**src/design/rcnh_pkg.sv**
```systemverilog
package rcnh_pkg;

    localparam int QDEPTH   = 4;
    localparam int QPTR_W   = $clog2(QDEPTH);
    localparam int QCNT_W   = $clog2(QDEPTH + 1);
    localparam int DIR_SH   = 14;
    localparam logic [15:0] RADIUS_RESET = 16'd32768;
    localparam logic signed [23:0] POS_MAX = 24'sh7fffff;
    localparam logic signed [23:0] POS_MIN = -24'sh800000;

    typedef struct packed {
        logic signed [23:0] ray_origin_x;
        logic signed [23:0] ray_origin_y;
        logic signed [15:0] ray_dir_x;
        logic signed [15:0] ray_dir_y;
        logic signed [23:0] circle_x;
        logic signed [23:0] circle_y;
        logic               circle_present;
        logic               last;
    } in_t;

    typedef struct packed {
        logic               any_hit;
        logic signed [23:0] hit_distance;
        logic signed [23:0] hit_x;
        logic signed [23:0] hit_y;
    } out_t;

    typedef struct packed {
        logic signed [23:0] ox;
        logic signed [23:0] oy;
        logic signed [15:0] dx;
        logic signed [15:0] dy;
        logic signed [24:0] vx;
        logic signed [24:0] vy;
        logic signed [27:0] t;
        logic               eval;
        logic               last;
    } job_t;

    typedef enum logic [2:0] {
        B_IDLE,
        B_PERP,
        B_SQUARE,
        B_CHECK,
        B_SQRT,
        B_POINT,
        B_OUT
    } back_state_t;

    function automatic logic signed [23:0] sat24(input logic signed [31:0] v);
        logic signed [23:0] r;
        if (v > 32'(POS_MAX)) begin
            r = POS_MAX;
        end else if (v < 32'(POS_MIN)) begin
            r = POS_MIN;
        end else begin
            r = v[23:0];
        end
        return r;
    endfunction

endpackage

```
**src/design/rcnh_front.sv**
```systemverilog
module rcnh_front (
    input  logic          aclk,
    input  logic          aresetn,
    input  logic          s_valid,
    output logic          s_ready,
    input  rcnh_pkg::in_t s_data,
    output logic          push_valid,
    input  logic          push_ready,
    output rcnh_pkg::job_t push_data
);
    import rcnh_pkg::*;

    logic               stg_valid_reg, stg_valid_next;
    in_t                item_reg;
    logic signed [24:0] vx_reg, vy_reg;
    logic signed [41:0] dot;
    logic signed [27:0] t;

    assign s_ready    = !stg_valid_reg || push_ready;
    assign push_valid = stg_valid_reg;

    always_comb begin
        stg_valid_next = stg_valid_reg;
        if (s_valid && s_ready) begin
            stg_valid_next = 1'b1;
        end else if (push_ready) begin
            stg_valid_next = 1'b0;
        end
    end

    always_ff @(posedge aclk) begin
        if (!aresetn) begin
            stg_valid_reg <= 1'b0;
        end else begin
            stg_valid_reg <= stg_valid_next;
        end
        if (s_valid && s_ready) begin
            item_reg <= s_data;
            vx_reg   <= 25'(s_data.circle_x) - 25'(s_data.ray_origin_x);
            vy_reg   <= 25'(s_data.circle_y) - 25'(s_data.ray_origin_y);
        end
    end

    // projection onto the ray
    assign dot = vx_reg * item_reg.ray_dir_x + vy_reg * item_reg.ray_dir_y;
    assign t   = 28'(dot >>> DIR_SH);

    always_comb begin
        push_data.ox   = item_reg.ray_origin_x;
        push_data.oy   = item_reg.ray_origin_y;
        push_data.dx   = item_reg.ray_dir_x;
        push_data.dy   = item_reg.ray_dir_y;
        push_data.vx   = vx_reg;
        push_data.vy   = vy_reg;
        push_data.t    = t;
        push_data.eval = item_reg.circle_present && (t > 28'sd0);
        push_data.last = item_reg.last;
    end
endmodule

```
**config.mk**
```make
export PLATFORM = sky130hd
export DESIGN_NAME = rcnh_front
export DESIGN_NICKNAME = d
export VERILOG_FILES = /design/src/design/rcnh_pkg.sv /design/src/design/rcnh_front.sv
export SDC_FILE = /design/constraint.sdc
export NUM_CORES = 2
export LEC_CHECK = 0
export BUFFER_PORTS_ARGS = -buffer_cell sky130_fd_sc_hd__buf_2
export CAP_MARGIN = 5
export CORE_MARGIN = 3
export CORE_UTILIZATION = 50
export CTS_CLUSTER_DIAMETER = 60
export DETAILED_ROUTE_END_ITERATION = 12
export GPL_TIMING_DRIVEN = 0
export PLACE_DENSITY = 0.69
export SYNTH_ARGS = -nofsm -noshare
export SYNTH_HDL_FRONTEND = slang
export SYNTH_SLANG_ARGS = --single-unit
```
**constraint.sdc**
```tcl
create_clock -name aclk -period 33.6 [get_ports aclk]
set_clock_uncertainty 0.2 [all_clocks]
set_input_delay 6.72 -clock aclk [delete_from_list [all_inputs] [get_ports aclk]]
set_output_delay 6.72 -clock aclk [all_outputs]
set_load 0.005 [all_outputs]
```
==> results.env <==
RUN_STATUS='finished, final reports clean'
CRIT_REQUIRED_NS=26.68
DOMINANTREGCELLSYNTH='sky130_fd_sc_hd__edfxtp_1'
GRT_PASS1_WL_UM=152000
CRITICALPATHCATEGORY='reg2out'
YOSYS.CELL_COUNT.TOP_TYPE='sky130_fd_sc_hd__inv_1'
CRITPATHMAXFANOUT=10
NETLIST_INSTANCES=3705
GRT_ANTENNA_BEFORE_REPAIR=7
RSZ0062_AT_GRT='false'
DPL.HPWL_UM=83300
NET_COUNT_OF_THE_MAPPED_NETLIST=4914
HOLD_PATH_ORIGIN='push_valid$_SDFFE_PN0P_'
LARGEST_REG_FLOPS=81
FINALWIRELENGTH_UM=97500
CTSHTREEMAXLEVEL=4
SYNTHARSTFLOPSHARE_PCT=0
ROUTEDWLPERCELL_UM=19.6
DIE_WD_UM=273
ROUTE.DETAILED.VIAS_PER_INST=5.11
CTS.ROOT.BUFFER_CELL='sky130_fd_sc_hd__clkbuf_16'
LARGEST_NET_DEGREE_AT_THE_START_OF_GLOBAL_ROUTING=66
FINAL_LAYOUT_SIZE_SUFFIX_GT1_SHARE_PCT=10.5
NUMCTSBUFFERS=17
CTS_TREE='yes'
PLACE.DETAILED.INSTANCES=4942
SYN2LAYOUT_AREA_GROWTH_PCT=9.36
CRITICAL_PATH.STARTPOINT_TYPE='flip-flop'
LAYOUT_WORST_PATH_CYCLE_SHARE_PCT=52.9
LAYOUT.CELLS.NON_FILLER=4976
CTS.PATH.MAX_BUFFERS=2
SYNTH_ENABLE_FLOP_CELLS=132
PLACE.GP.CONGESTION=0.952
TIMING.FINAL.CRIT_PERIOD_NS=17.78
MAXCAPVIOLATIONS=0
PLACE.PORT_BUFFERS=295
MAX_SLEW_MARGIN_PCT=28.7
FINAL_UTIL_PCT=55.5
CLOCK.FMAX_GHz=0.0562
ENDPOINT='push_data[1]'
YOSYS.AREA.TOP_TYPE_SHARE_PCT=48.0
SYNTH.AVG_CELL_AREA_SQ_UM=9.62
CLKLATENCYLATEPIN_NS=0.47
HOLDBUFCOUNTCTS=0
WORST_R2R_PATH_DEPTH=3
SETUP_VIOL_COUNT_FINAL=0
DRC=0
CTS.REPAIR_TIMING.SETUP_BUFFER_COUNT=0
CTS_SINKS=133
PLACEMENTROWS=97
WORSTMARGINPINSLEW_NS=1.06
DIE-AREA_SQ_UM=74500
CLKTRANSATPATHREGS_NS=0.08
WORSTREG2REGEND='vx_reg[5]$_DFFE_PP_'
IOPINCOUNT=296
NETS=5231
CP_SLOWEST_STAGE_DELAY_NS=0.75
VIAS=25400
END_KIND='primary output'
POSTSYNTHREGISTERBITS=133
SEQ_AREA_FRAC_SYNTH_PCT=11.2
MIN_PATH_TYPE='reg2reg'
FINAL_MAX_SLEW_VIOL_COUNT=0
CRIT_ARRIVAL_NS=10.86
FIRSTDRTPASSITERS=7
SYNTHDISTINCTLIBCELLS=64
REGTOREGSTARTPOINT='push_valid$_SDFFE_PN0P_'
DETAIL_ROUTE.ITER0.VIOLATIONS=1667
CRITICAL-PATH-TOP-CELL-BY-COUNT='sky130_fd_sc_hd__fa_1'
OVERALL_OVERFLOW_REMAINING_AFTER_GLOBAL_ROUTE=0
INITIAL_UTIL_PCT=50.7
FINAL_ANT_VIOL_NETS=0
DIE_H_UM=273
POST_CTS_RESIZED=0
GRT.TOTAL_USAGE_PCT=27.5
SYNTH.TOP_CELLS.BY_COUNT='1061 x sky130_fd_sc_hd__inv_1, 855 x sky130_fd_sc_hd__fa_1, 422 x sky130_fd_sc_hd__nand2_1, 358 x sky130_fd_sc_hd__and2_1, 220 x sky130_fd_sc_hd__ha_1'
HOLDWS_NS=0.348
RRSETUPSLACK_NS=31.88
CP_SLOWEST_CELL='sky130_fd_sc_hd__or4_1'
HOLD_VIOL=0
TNS_NS=0
SYN_AREA_SQ_UM=35600
VIA_COUNT_OF_THE_FIRST_GLOBAL_ROUTING_PASS=27400
PLACEABLECOREAREA_SQ_UM=70300
YS_TOP_CELLS_BY_AREA='sky130_fd_sc_hd__fa_1 48%, sky130_fd_sc_hd__inv_1 11%, sky130_fd_sc_hd__edfxtp_1 11%'
SYNTH_TOP_AREA_CELL='sky130_fd_sc_hd__fa_1'
SYNTH_WARNINGS=0
CRIT_START='push_data[95]$_DFFE_PP_'
## cells by family after synthesis
logic type,after synthesis,synth area share [%]
simple gates,964,13.3
flops,133,11.2
mux,1,0.0281
compound gates,194,3.68
buf+inv,1262,14.2
xor+xnor,76,1.87
fa+ha+maj,1075,55.7
## worst min-delay path by stage
stage	to	slack, ns	cells after the start
6_report	push_valid$_SDFFE_PN0P_	0.35	2
5_1_grt	push_valid$_SDFFE_PN0P_	0.39	2
4_1_cts	push_valid$_SDFFE_PN0P_	0.36	2
3_5_place_dp	push_valid$_SDFFE_PN0P_	0.35	2
3_3_place_gp	push_valid$_SDFFE_PN0P_	0.31	2
2_1_floorplan	push_valid$_SDFFE_PN0P_	0.34	2
## per-layer routing
metal | global-route usage, % | share of wire [%] | wire length [um]
met5 | 0 | 0.019 | 19
met4 | 10.4 | 4.1 | 4020
met3 | 6.16 | 8.2 | 7990
met2 | 46.7 | 50 | 48800
met1 | 34.4 | 38 | 36700
## critical path, delay by kind of cell (launching register included)
kind | cells | cell delay, ns
xor+xnor | 1 | 0.29
buf+inv | 6 | 1.34
simple gates | 5 | 2.73
compound gates | 4 | 0.92
flops | 1 | 0.61
fa+ha+maj | 9 | 4.49
## layout make-up
| cell class | count | area [sq um] |
|---|---|---|
| multi-input cells | 2310 | 26600 |
| clock inverters | 14 | 189 |
| plain buffers | 200 | 1060 |
| flip-flops and latches | 133 | 3980 |
| diodes | 1 | 2.50 |
| well taps | 940 | 1180 |
| inverters | 1062 | 3990 |
| repair buffers | 298 | 1540 |
| fillers | 6350 | 31300 |
| clock buffers | 18 | 429 |
## layout by cell type (no fill, tap or decap), drive strengths merged, types with 6 or more instances in the layout
cell	count
inv	1067
fa	855
nand2	422
buf	379
and2	358
ha	220
clkbuf	137
edfxtp	132
nor2	87
xnor2	61
a21oi	56
o21ai	34
o21a	23
nand2b	22
nor3	15
a21o	15
xor2	15
nor2b	14
a211oi	9
and3	8
or3	7
o21bai	7
nand3	7
a31oi	7
o211ai	6
## per-stage QoR
stage / worst slack, ns / instance area, sq um
floorplan: 18.12 / 35600
CTS: 15.74 / 39000
global route: 15.44 / 39000
finish: 15.82 / 39000
detailed placement: 16.29 / 38400
global placement: 16.35 / 38300
Power is left out: the tool's default activity adds up to more than one toggle a clock period on the data nets, which glitch-free logic cannot reach.
