--- src/design/rcnh_pkg.sv ---
package rcnh_pkg;

    localparam int QDEPTH   = 4;
    localparam int QPTR_W   = $clog2(QDEPTH);
    localparam int QCNT_W   = $clog2(QDEPTH + 1);
    localparam int DIR_SH   = 14;
    localparam logic [15:0] RADIUS_RESET = 16'd32768;
    localparam logic signed [23:0] POS_MAX = 24'sh7fffff;
    localparam logic signed [23:0] POS_MIN = -24'sh800000;

    typedef struct packed {
        logic signed [23:0] ray_origin_x;
        logic signed [23:0] ray_origin_y;
        logic signed [15:0] ray_dir_x;
        logic signed [15:0] ray_dir_y;
        logic signed [23:0] circle_x;
        logic signed [23:0] circle_y;
        logic               circle_present;
        logic               last;
    } in_t;

    typedef struct packed {
        logic               any_hit;
        logic signed [23:0] hit_distance;
        logic signed [23:0] hit_x;
        logic signed [23:0] hit_y;
    } out_t;

    typedef struct packed {
        logic signed [23:0] ox;
        logic signed [23:0] oy;
        logic signed [15:0] dx;
        logic signed [15:0] dy;
        logic signed [24:0] vx;
        logic signed [24:0] vy;
        logic signed [27:0] t;
        logic               eval;
        logic               last;
    } job_t;

    typedef enum logic [2:0] {
        B_IDLE,
        B_PERP,
        B_SQUARE,
        B_CHECK,
        B_SQRT,
        B_POINT,
        B_OUT
    } back_state_t;

    function automatic logic signed [23:0] sat24(input logic signed [31:0] v);
        logic signed [23:0] r;
        if (v > 32'(POS_MAX)) begin
            r = POS_MAX;
        end else if (v < 32'(POS_MIN)) begin
            r = POS_MIN;
        end else begin
            r = v[23:0];
        end
        return r;
    endfunction

endpackage

--- src/design/rcnh_queue.sv ---
module rcnh_queue (
    input  logic           aclk,
    input  logic           aresetn,
    input  logic           push_valid,
    output logic           push_ready,
    input  rcnh_pkg::job_t push_data,
    output logic           pop_valid,
    input  logic           pop,
    output rcnh_pkg::job_t pop_data
);
    import rcnh_pkg::*;

    job_t              mem_reg [QDEPTH];
    logic [QPTR_W-1:0] wr_ptr_reg, rd_ptr_reg;
    logic [QCNT_W-1:0] cnt_reg, cnt_next;
    logic              do_push, do_pop;

    assign push_ready = cnt_reg != QCNT_W'(QDEPTH);
    assign pop_valid  = cnt_reg != '0;
    assign pop_data   = mem_reg[rd_ptr_reg];
    assign do_push    = push_valid && push_ready;
    assign do_pop     = pop && pop_valid;

    always_comb begin
        cnt_next = cnt_reg;
        if (do_push && !do_pop) begin
            cnt_next = cnt_reg + 1'b1;
        end else if (do_pop && !do_push) begin
            cnt_next = cnt_reg - 1'b1;
        end
    end

    always_ff @(posedge aclk) begin
        if (!aresetn) begin
            wr_ptr_reg <= '0;
            rd_ptr_reg <= '0;
            cnt_reg    <= '0;
        end else begin
            cnt_reg <= cnt_next;
            if (do_push) begin
                wr_ptr_reg <= wr_ptr_reg + 1'b1;
            end
            if (do_pop) begin
                rd_ptr_reg <= rd_ptr_reg + 1'b1;
            end
        end
        if (do_push) begin
            mem_reg[wr_ptr_reg] <= push_data;
        end
    end
endmodule

--- config.mk ---
export PLATFORM = sky130hd
export DESIGN_NAME = rcnh_queue
export DESIGN_NICKNAME = d
export VERILOG_FILES = /design/src/design/rcnh_pkg.sv /design/src/design/rcnh_queue.sv
export SDC_FILE = /design/constraint.sdc
export NUM_CORES = 1
export LEC_CHECK = 0
export BUFFER_PORTS_ARGS = -buffer_cell sky130_fd_sc_hd__buf_2
export CORE_MARGIN = 2
export CORE_UTILIZATION = 60
export DETAILED_ROUTE_END_ITERATION = 16
export GPL_TIMING_DRIVEN = 1
export PLACE_DENSITY_LB_ADDON = 0.12
export SLEW_MARGIN = 10
export SYNTH_ARGS = -nofsm -noshare
export SYNTH_HDL_FRONTEND = slang
export SYNTH_SLANG_ARGS = --single-unit
--- constraint.sdc ---
create_clock -name aclk -period 9.43 [get_ports aclk]
set_input_delay 0.943 -clock aclk [delete_from_list [all_inputs] [get_ports aclk]]
set_output_delay 0.943 -clock aclk [all_outputs]
set_load 0.01 [all_outputs]
==> results of run 1 <==
[layer usage]
metal,track usage,up-vias,part of all wire
met1,0.312,5478,0.41
met5,0,-,0.0025
li1,-,4572,-
met4,0.0717,18,0.024
met2,0.339,311,0.48
met3,0.0709,83,0.083
[cell usage after synthesis]
cell type / n
edfxtp_1: 640
mux4_2: 160
buf_2: 19
buf_6: 11
dfxtp_1: 9
and2_1: 8
clkbuf_1: 7
ha_1: 5
nand2_1: 5
inv_1: 3
mux2i_1: 3
xnor2_1: 3
or3_1: 2
a21boi_0: 1
a21boi_2: 1
fa_1: 1
nor2_1: 1
nor2b_1: 1
o21ai_0: 1
o311ai_0: 1
o31ai_1: 1
xor2_1: 1
[where the power goes]
group / total (uW) / leakage (uW) / internal (uW) / switching [uW]
registers: 3590 / 0.00594 / 3510 / 78.9
logic: 1720 / 0.00232 / 799 / 923
clock network: 2190 / 0.000871 / 1210 / 975
[worst max-delay path: stages (launching register included)]
cell and delay [ns]:
dfxtp_4 0.35, buf_12 0.70, buf_4 0.80, mux4_2 0.61
buf_2 0.16
[through the flow]
stage	worst slack [ns]	hold slack, ns	power [uW]
detailed placement	5.69	0.503	5410
CTS	5.03	0.511	7600
finish	5.23	0.506	7500
global placement	5.69	0.485	5390
floorplan	3.97	0.468	4800
global route	4.89	0.528	7810
[final timing paths]
check                           slack [ns]                    endpoint  depth (start not counted)                  startpoint
worst min register to register        0.51  wr_ptr_reg[0]$_SDFFE_PN0P_                          2  wr_ptr_reg[0]$_SDFFE_PN0P_
worst min-delay path                  0.51  wr_ptr_reg[0]$_SDFFE_PN0P_                          2  wr_ptr_reg[0]$_SDFFE_PN0P_
worst max-delay path                  5.23                pop_data[52]                          4                   flip-flop
worst max register to register        6.28    mem_reg[2][93]$_DFFE_PP_                          4     cnt_reg[1]$_SDFFE_PN0P_
[cell usage in the layout, fill, tap and decap left out]
| cell | count |
|---|---|
| dfxtp_4 | 2 |
| clkinv_2 | 10 |
| mux4_2 | 160 |
| diode_2 | 15 |
| clkbuf_16 | 63 |
| nor2b_1 | 1 |
| mux2i_1 | 3 |
| nor2_1 | 1 |
| inv_6 | 1 |
| and2_4 | 4 |
| a21boi_0 | 1 |
| o31ai_1 | 1 |
| clkinv_1 | 16 |
| xor2_1 | 1 |
| inv_1 | 3 |
| clkinvlp_4 | 1 |
| buf_2 | 325 |
| fa_1 | 1 |
| inv_8 | 1 |
| buf_4 | 7 |
| dfxtp_1 | 7 |
| and2_1 | 4 |
| ha_1 | 5 |
| clkbuf_1 | 17 |
| xnor2_1 | 3 |
| buf_12 | 3 |
| a21boi_2 | 1 |
| o311ai_0 | 1 |
| or3_1 | 2 |
| nand2_1 | 5 |
| o21ai_0 | 1 |
| edfxtp_1 | 640 |
[cell type report]
cell class	instances	area (um^2)	area share
flip-flops and latches	649	19400	0.705
clock buffers	80	1640	0.0596
inverters	3	11.3	0.000409
repair buffers	335	1740	0.0632
clock inverters	29	138	0.00500
well taps	518	648	0.0236
multi-input cells	195	3890	0.141
diodes	15	37.5	0.00136
[cell families (layout without fill, tap and decap cells)]
| logic type | Yosys count | after routing |
|---|---|---|
| mux | 163 | 163 |
| buf+inv | 40 | 447 |
| flops | 649 | 649 |
| fa+ha+maj | 6 | 6 |
| other cells | 0 | 15 |
| compound gates | 5 | 5 |
| xor+xnor | 4 | 4 |
| simple gates | 17 | 17 |
==> impl_metrics.ini, run 1 <==
[critical_path]
arrival_ns = 3.26
critPathCaptureType = primary output
start_kind = flip-flop
cp_max_fo = 119
cp.required_ns = 8.49
crit_type = flip-flop to primary output

[timing]
max_freq_mhz = 238
fin_crit_ns = 4.20
max_slew_margin = 0.266
finClkSkew_ns = 0.0191
finalSetupViolCount = 0
hold_violations = 0
setup_tns_ns = 0
maxSlewViolCount = 0
worst_pin_slew_ns = 1.10
finalCritPeriodShare = 0.445
grt_setup_unrepaired = false

[detailed_routing]
drc = 0
wire_per_inst_um = 24.3
routed_wl_mm = 44.3
viasPerCell = 5.74
drtAntennaViolNets = 0
vias = 10500
first_pass_iters = 4
drt_first_iter_violations = 727

[clock_network]
clkSinkCount = 649
cts_resized = 0
htreeDepth = 2
clk_pin_slew_ns = 0.06
cts_max_path_buffers = 3
cts_setup_buffers = 0
hold_buffers = 0
cts_tree = built
cts_root_buffer = clkbuf_16
insertion_delay_ns = 0.61
cts_made_buffers = 61

[logic_synthesis]
muxShareOfSynthArea = 0.154
synth_cell_types = 22
yosysTopAreaCellShare = 0.817
yosysSeqAreaShare = 0.824
synthXorXnorAreaFrac = 0.00149
netlist_top_cells_area = edfxtp_1, mux4_2, dfxtp_1
post-synth-top-area-cell = edfxtp_1
syn_inst = 884
syn-num-nets = 1054
synthSimpleGateAreaFrac = 0.00388
ys_warn_count = 0
synth-adder-area-share = 0.00351
synth_top_family_by_area = multiplexers
ys_ff_latch = 649
netlist_area_um2 = 23500
synth_compound_area_frac = 0.00170
post_synth.cell_area_avg_um2 = 26.6

[finish]
largest_register_ff_count = 640
stdcell_count = 1824
design_area_um2 = 27500
layout-drive-gt1-share = 0.448
nNetsFinal = 1415
nFillCells = 2301
utilization = 0.712
area_delta_synth_final_pct = 16.9

[placed_design]
place_congestion = 0.734
port_buffers = 325
place_hpwl_mm = 26.0
dp.cells = 1700
postPlaceCellArea_um2 = 25700

[power_and_ir_drop]
power_density_nw_per_um2 = 272
leakage_uw = 0.00913
ir_drop_uv = 278

[die]
dieArea_um2 = 40800
die_y_um = 202
core-area_um2 = 38600
floorplan.initialDensity = 0.609
boundaryPins = 326
num_rows = 72
die_w_um = 202

[grt]
overflow = 0
grt_max_degree = 161
grt_usage = 0.222
antenna_found_initial = 20
grt_pass1_wl_mm = 67.0
grt_pass1_vias = 11000

[job]
cap_violations = 0

[min_path]
hold_class = flip-flop to flip-flop

[status]
status = finished clean
(Power assumes the default switching activity.)
==> run 2, diff against run 1 <==
- ABC_AREA: default -> 1
- CORE_UTILIZATION: 60 -> 57
- clock period: 9.43 -> 4.14 ns (I/O delays scaled with it)
==> impl_metrics.ini, run 2 <==
[timing]
finalCritPeriodShare = 0.711
fin_crit_ns = 2.94
hold_violations = 0
finalSetupViolCount = 0
whs_ns = 0.0262
maxSlewViolCount = 0
grt_setup_unrepaired = false
worst_pin_slew_ns = 0.890
setup_tns_ns = 0
max_freq_mhz = 340
worst_slack_ns = 1.20
max_slew_margin = 0.407
finClkSkew_ns = 0.0156

[logic_synthesis]
netlist_area_um2 = 24000
ys_warn_count = 0
yosysSeqAreaShare = 0.808
syn-num-nets = 1785
syn_inst = 1615
synth_common_cells = edfxtp_1, nor2_1, o21ai_0
yosysMostFrequentCell = edfxtp_1
async_flop_share = 0
synth_cell_types = 20
netlist_top_cells_area = edfxtp_1, nor2_1, o22ai_1
synth_edf_count = 640
yosysTopAreaCellShare = 0.800
post-synth-top-area-cell = edfxtp_1
post_synth.cell_area_avg_um2 = 14.9
ys.flop_type = edfxtp_1
ys_ff_latch = 649

[finish]
largest_register_ff_count = 640
nNetsFinal = 2228
multiInputGateArea_um2 = 4080
design_area_um2 = 29600
nFillCells = 2764
area_delta_synth_final_pct = 23.2
layout-drive-gt1-share = 0.216
mostFrequentLayoutCell = edfxtp_1
final_cell_mix = edfxtp_1, nor2_1, buf_2
regArea_um2 = 19400

[power_and_ir_drop]
power_density_nw_per_um2 = 610
leakage_uw = 0.0104
power.total_uw = 18100
ir_drop_uv = 562

[clock_network]
clkSinkCount = 649
cts_root_buffer = clkbuf_16
cts_tree = built
htreeDepth = 2
insertion_delay_ns = 0.62
cts_max_path_buffers = 3
clk_pin_slew_ns = 0.06
cts_resized = 0
cts_made_buffers = 61
cts_setup_buffers = 0
hold_buffers = 128

[grt]
antenna_found_initial = 2
grt_pass1_wl_mm = 83.6
grt_max_degree = 162
grt_usage = 0.248
grt_pass1_vias = 15100
overflow = 0
use_met2 = 0.401
use_met3 = 0.0574
met1_usage = 0.334
busiest_layer = met2

[die]
core-area_um2 = 41800
die_y_um = 209
floorplan.initialDensity = 0.575
num_rows = 75
boundaryPins = 326
die_w_um = 209
dieArea_um2 = 43800

[detailed_routing]
drt_first_iter_violations = 1039
viasPerCell = 5.70
routed_wl_mm = 54.8
drtAntennaViolNets = 0
vias = 15100
wire_per_inst_um = 20.7
drc = 0
first_pass_iters = 5

[critical_path]
crit_type = flip-flop to primary output
cp.required_ns = 3.73
critPathCaptureType = primary output
arrival_ns = 2.53
cp_max_fo = 108
start_kind = flip-flop

[placed_design]
place_hpwl_mm = 30.4
pre_cts_ws_ns = 1.76
port_buffers = 325
place_congestion = 0.799
postPlaceCellArea_um2 = 26300

[status]
status = finished clean

[min_path]
hold_class = primary input to flip-flop

[job]
cap_violations = 0
## run 2: changes by cell type in the layout (fill, tap and decap cells not counted), sizes merged, moves of 4 or more
cell,change
nor2,+333
o21ai,+320
mux4,-160
o22ai,+160
dlygate4sd3,+128
buf,+22
diode,-13
inv,+12
nand2,+10
and2,-8
bufinv,+7
nand3,+4
## run 2: kinds of logic after synthesis
group	count (synthesis)	synth area share
DFF	649	0.808
AOI/OAI and AO/OA	484	0.109
buffers and inverters	121	0.0234
xor gates and xnor gates	1	0.000365
adders and majority gates	6	0.00344
and+or+nand+nor	354	0.0557
## run 2: layout make-up
class                      instances  area share
antenna                            2    0.000169
clock inverter                    33      0.0115
sequential                       649       0.656
inverter                          16     0.00237
timing repair buffer             485       0.113
tap                              539      0.0228
multi-input combinational        845       0.138
clock buffer                      80      0.0568
## run 2: final timing paths
path,start,to,slack [ns],depth (start not counted)
worst max-delay path,flip-flop,pop_data[140],1.20,5
worst min register to register,rd_ptr_reg[1]$_SDFFE_PN0P_,flip-flop,0.49,2
worst max register to register,cnt_reg[0]$_SDFFE_PN0P_,mem_reg[3][72]$_DFFE_PP_,1.78,5
worst min-delay path,push_data[124],mem_reg[1][124]$_DFFE_PP_,0.03,1
## run 2: per-stage QoR
stage,util,instances
2_1_floorplan,-,1615
4_1_cts,0.709,2647
3_5_place_dp,0.629,2406
5_1_grt,0.709,2648
3_3_place_gp,0.629,2406
6_report,0.709,2649
## run 2: where the power goes
| group | total [uW] | internal, uW | switching [uW] |
|---|---|---|---|
| logic | 4330 | 1420 | 2910 |
| clock network | 5590 | 3280 | 2310 |
| registers | 8130 | 7980 | 156 |
## run 2: critical path: stages (launching register included)
cell and delay (ns):
dfxtp_4 0.38, inv_8 0.47, buf_4 0.48, o21ai_1 0.12, o22ai_1 0.24, buf_2 0.19
## run 2: metal layers
layer / wire length (um) / vias up
li1: - / 7020
met1: 23000 / 7524
met2: 26200 / 458
met3: 4010 / 108
met4: 1580 / 2
met5: 13 / -
==> run 3, diff against run 2 <==
- clock period: 4.14 -> 3 ns (I/O delays scaled with it)
==> impl_metrics.ini, run 3 (synthesis gave the netlist of run 2 again) <==
[status]
status = finished clean

[critical_path]
regToRegSetupSlack_ns = 1.12
start_kind = flip-flop
crit_type = flip-flop to primary output
arrival_ns = 2.47
critPathCaptureType = primary output
cp.required_ns = 2.70
cp_max_fo = 42

[clock_network]
insertion_delay_ns = 0.57
cts_setup_buffers = 0
cts_made_buffers = 66
htreeDepth = 3
clkSinkCount = 649
cts_root_buffer = clkbuf_16
cts_tree = built
clk_pin_slew_ns = 0.06
cts_max_path_buffers = 3

[grt]
grt_pass1_wl_mm = 84.9
grt_usage = 0.253
overflow = 0
grt_pass1_vias = 15200
antenna_found_initial = 6
grt_max_degree = 145

[detailed_routing]
first_pass_iters = 5
wire_per_inst_um = 20.5
drc = 0
routed_wl_mm = 55.3
vias = 15200
viasPerCell = 5.65
drt_first_iter_violations = 1056
drtAntennaViolNets = 0

[die]
num_rows = 75
boundaryPins = 326
dieArea_um2 = 43800
die_y_um = 209
floorplan.initialDensity = 0.575
core-area_um2 = 41800
die_w_um = 209

[timing]
finClkSkew_ns = 0.0124
hold_violations = 0
finalCritPeriodShare = 0.922
fin_crit_ns = 2.77
grt_setup_unrepaired = false
finalSetupViolCount = 0
worst_pin_slew_ns = 0.736
whs_ns = 0.0611
max_freq_mhz = 361
max_slew_margin = 0.509
maxSlewViolCount = 0

[finish]
nNetsFinal = 2271
layout-drive-gt1-share = 0.214
design_area_um2 = 30000
mostFrequentLayoutCell = edfxtp_1
final_cell_mix = edfxtp_1, nor2_1, buf_2
largest_register_ff_count = 640
area_delta_synth_final_pct = 25.0
nFillCells = 2736

[job]
cap_violations = 0

[power_and_ir_drop]
switching_power_uw = 7440
ir_drop_uv = 709
power_density_nw_per_um2 = 835
internal_power_uw = 17600
switching_share = 0.297
p_comb_frac = 0.241
leakage_uw = 0.0106
pwr-share-clk = 0.310
seqPwrFrac = 0.449

[placed_design]
postPlaceCellArea_um2 = 26400
port_buffers = 325
place_congestion = 0.800
place_hpwl_mm = 31.4

[min_path]
hold_class = primary input to flip-flop
## run 3: cell types whose count changed in the layout (fill, tap and decap cells not counted), sizes merged
cell | previous run | this run
diode | 2 | 4
bufinv | 7 | 3
dlygate4sd3 | 128 | 161
clkbuf | 80 | 90
buf | 357 | 362
clkinv | 24 | 21
## run 3: worst max-delay path, stage by stage (launching register included)
cell and delay, ns:
dfxtp_4 0.47, inv_4 0.46, buf_12 0.29, o21ai_1 0.12, o22ai_1 0.29, buf_2 0.20
## run 3: per-stage QoR
stage	setup TNS (ns)	util	std cells	setup slack, ns	total power, uW
after floorplan	-277.55	-	1615	-0.448	14900
after global placement	0	0.631	2411	0.870	17200
after detailed placement	0	0.631	2411	0.857	17300
after CTS	0	0.719	2688	0.174	25300
after global routing	0	0.719	2691	0.151	26200
final	0	0.719	2692	0.233	25100
## run 3: what timing repair did
item                                   CTS  global route
hold buffers                           161             0
gates resized for setup                  0             0
endpoints found under the hold margin  644             0
## run 3: power by group through the flow
stage	clock [uW]	sequential, uW	combinational [uW]
3_5_place_dp	0	11400	5890
3_3_place_gp	0	11400	5800
2_1_floorplan	0	11400	3420
4_1_cts	7910	11300	6090
6_report	7760	11300	6040
5_1_grt	8260	11300	6610
## run 3: area by class of cell
type | count | area (um^2) | share of cell area
flip-flops and latches | 649 | 19400 | 0.646
multi-input cells | 845 | 4090 | 0.136
repair buffers | 523 | 3720 | 0.124
clock buffers | 90 | 1860 | 0.0619
well taps | 539 | 674 | 0.0225
clock inverters | 26 | 195 | 0.00650
inverters | 16 | 70.1 | 0.00233
diodes | 4 | 10.0 | 0.000333
## run 3: layer usage
layer | vias to the layer above | part of all wire | GRT usage
met3 | 82 | 0.076 | 0.0640
met1 | 7501 | 0.41 | 0.332
li1 | 7105 | - | -
met4 | 6 | 0.021 | 0.0869
met5 | - | 0.00074 | 0
met2 | 510 | 0.49 | 0.417
## run 3: final timing paths
kind / cells after the start / start / to
worst max register to register: 9 / cnt_reg[1]$_SDFFE_PN0P_ / cnt_reg[1]$_SDFFE_PN0P_
worst min register to register: 2 / rd_ptr_reg[0]$_SDFFE_PN0P_ / rd_ptr_reg[0]$_SDFFE_PN0P_
worst min-delay path: 3 / pop / rd_ptr_reg[0]$_SDFFE_PN0P_
worst max-delay path: 5 / flip-flop / pop_data[145]
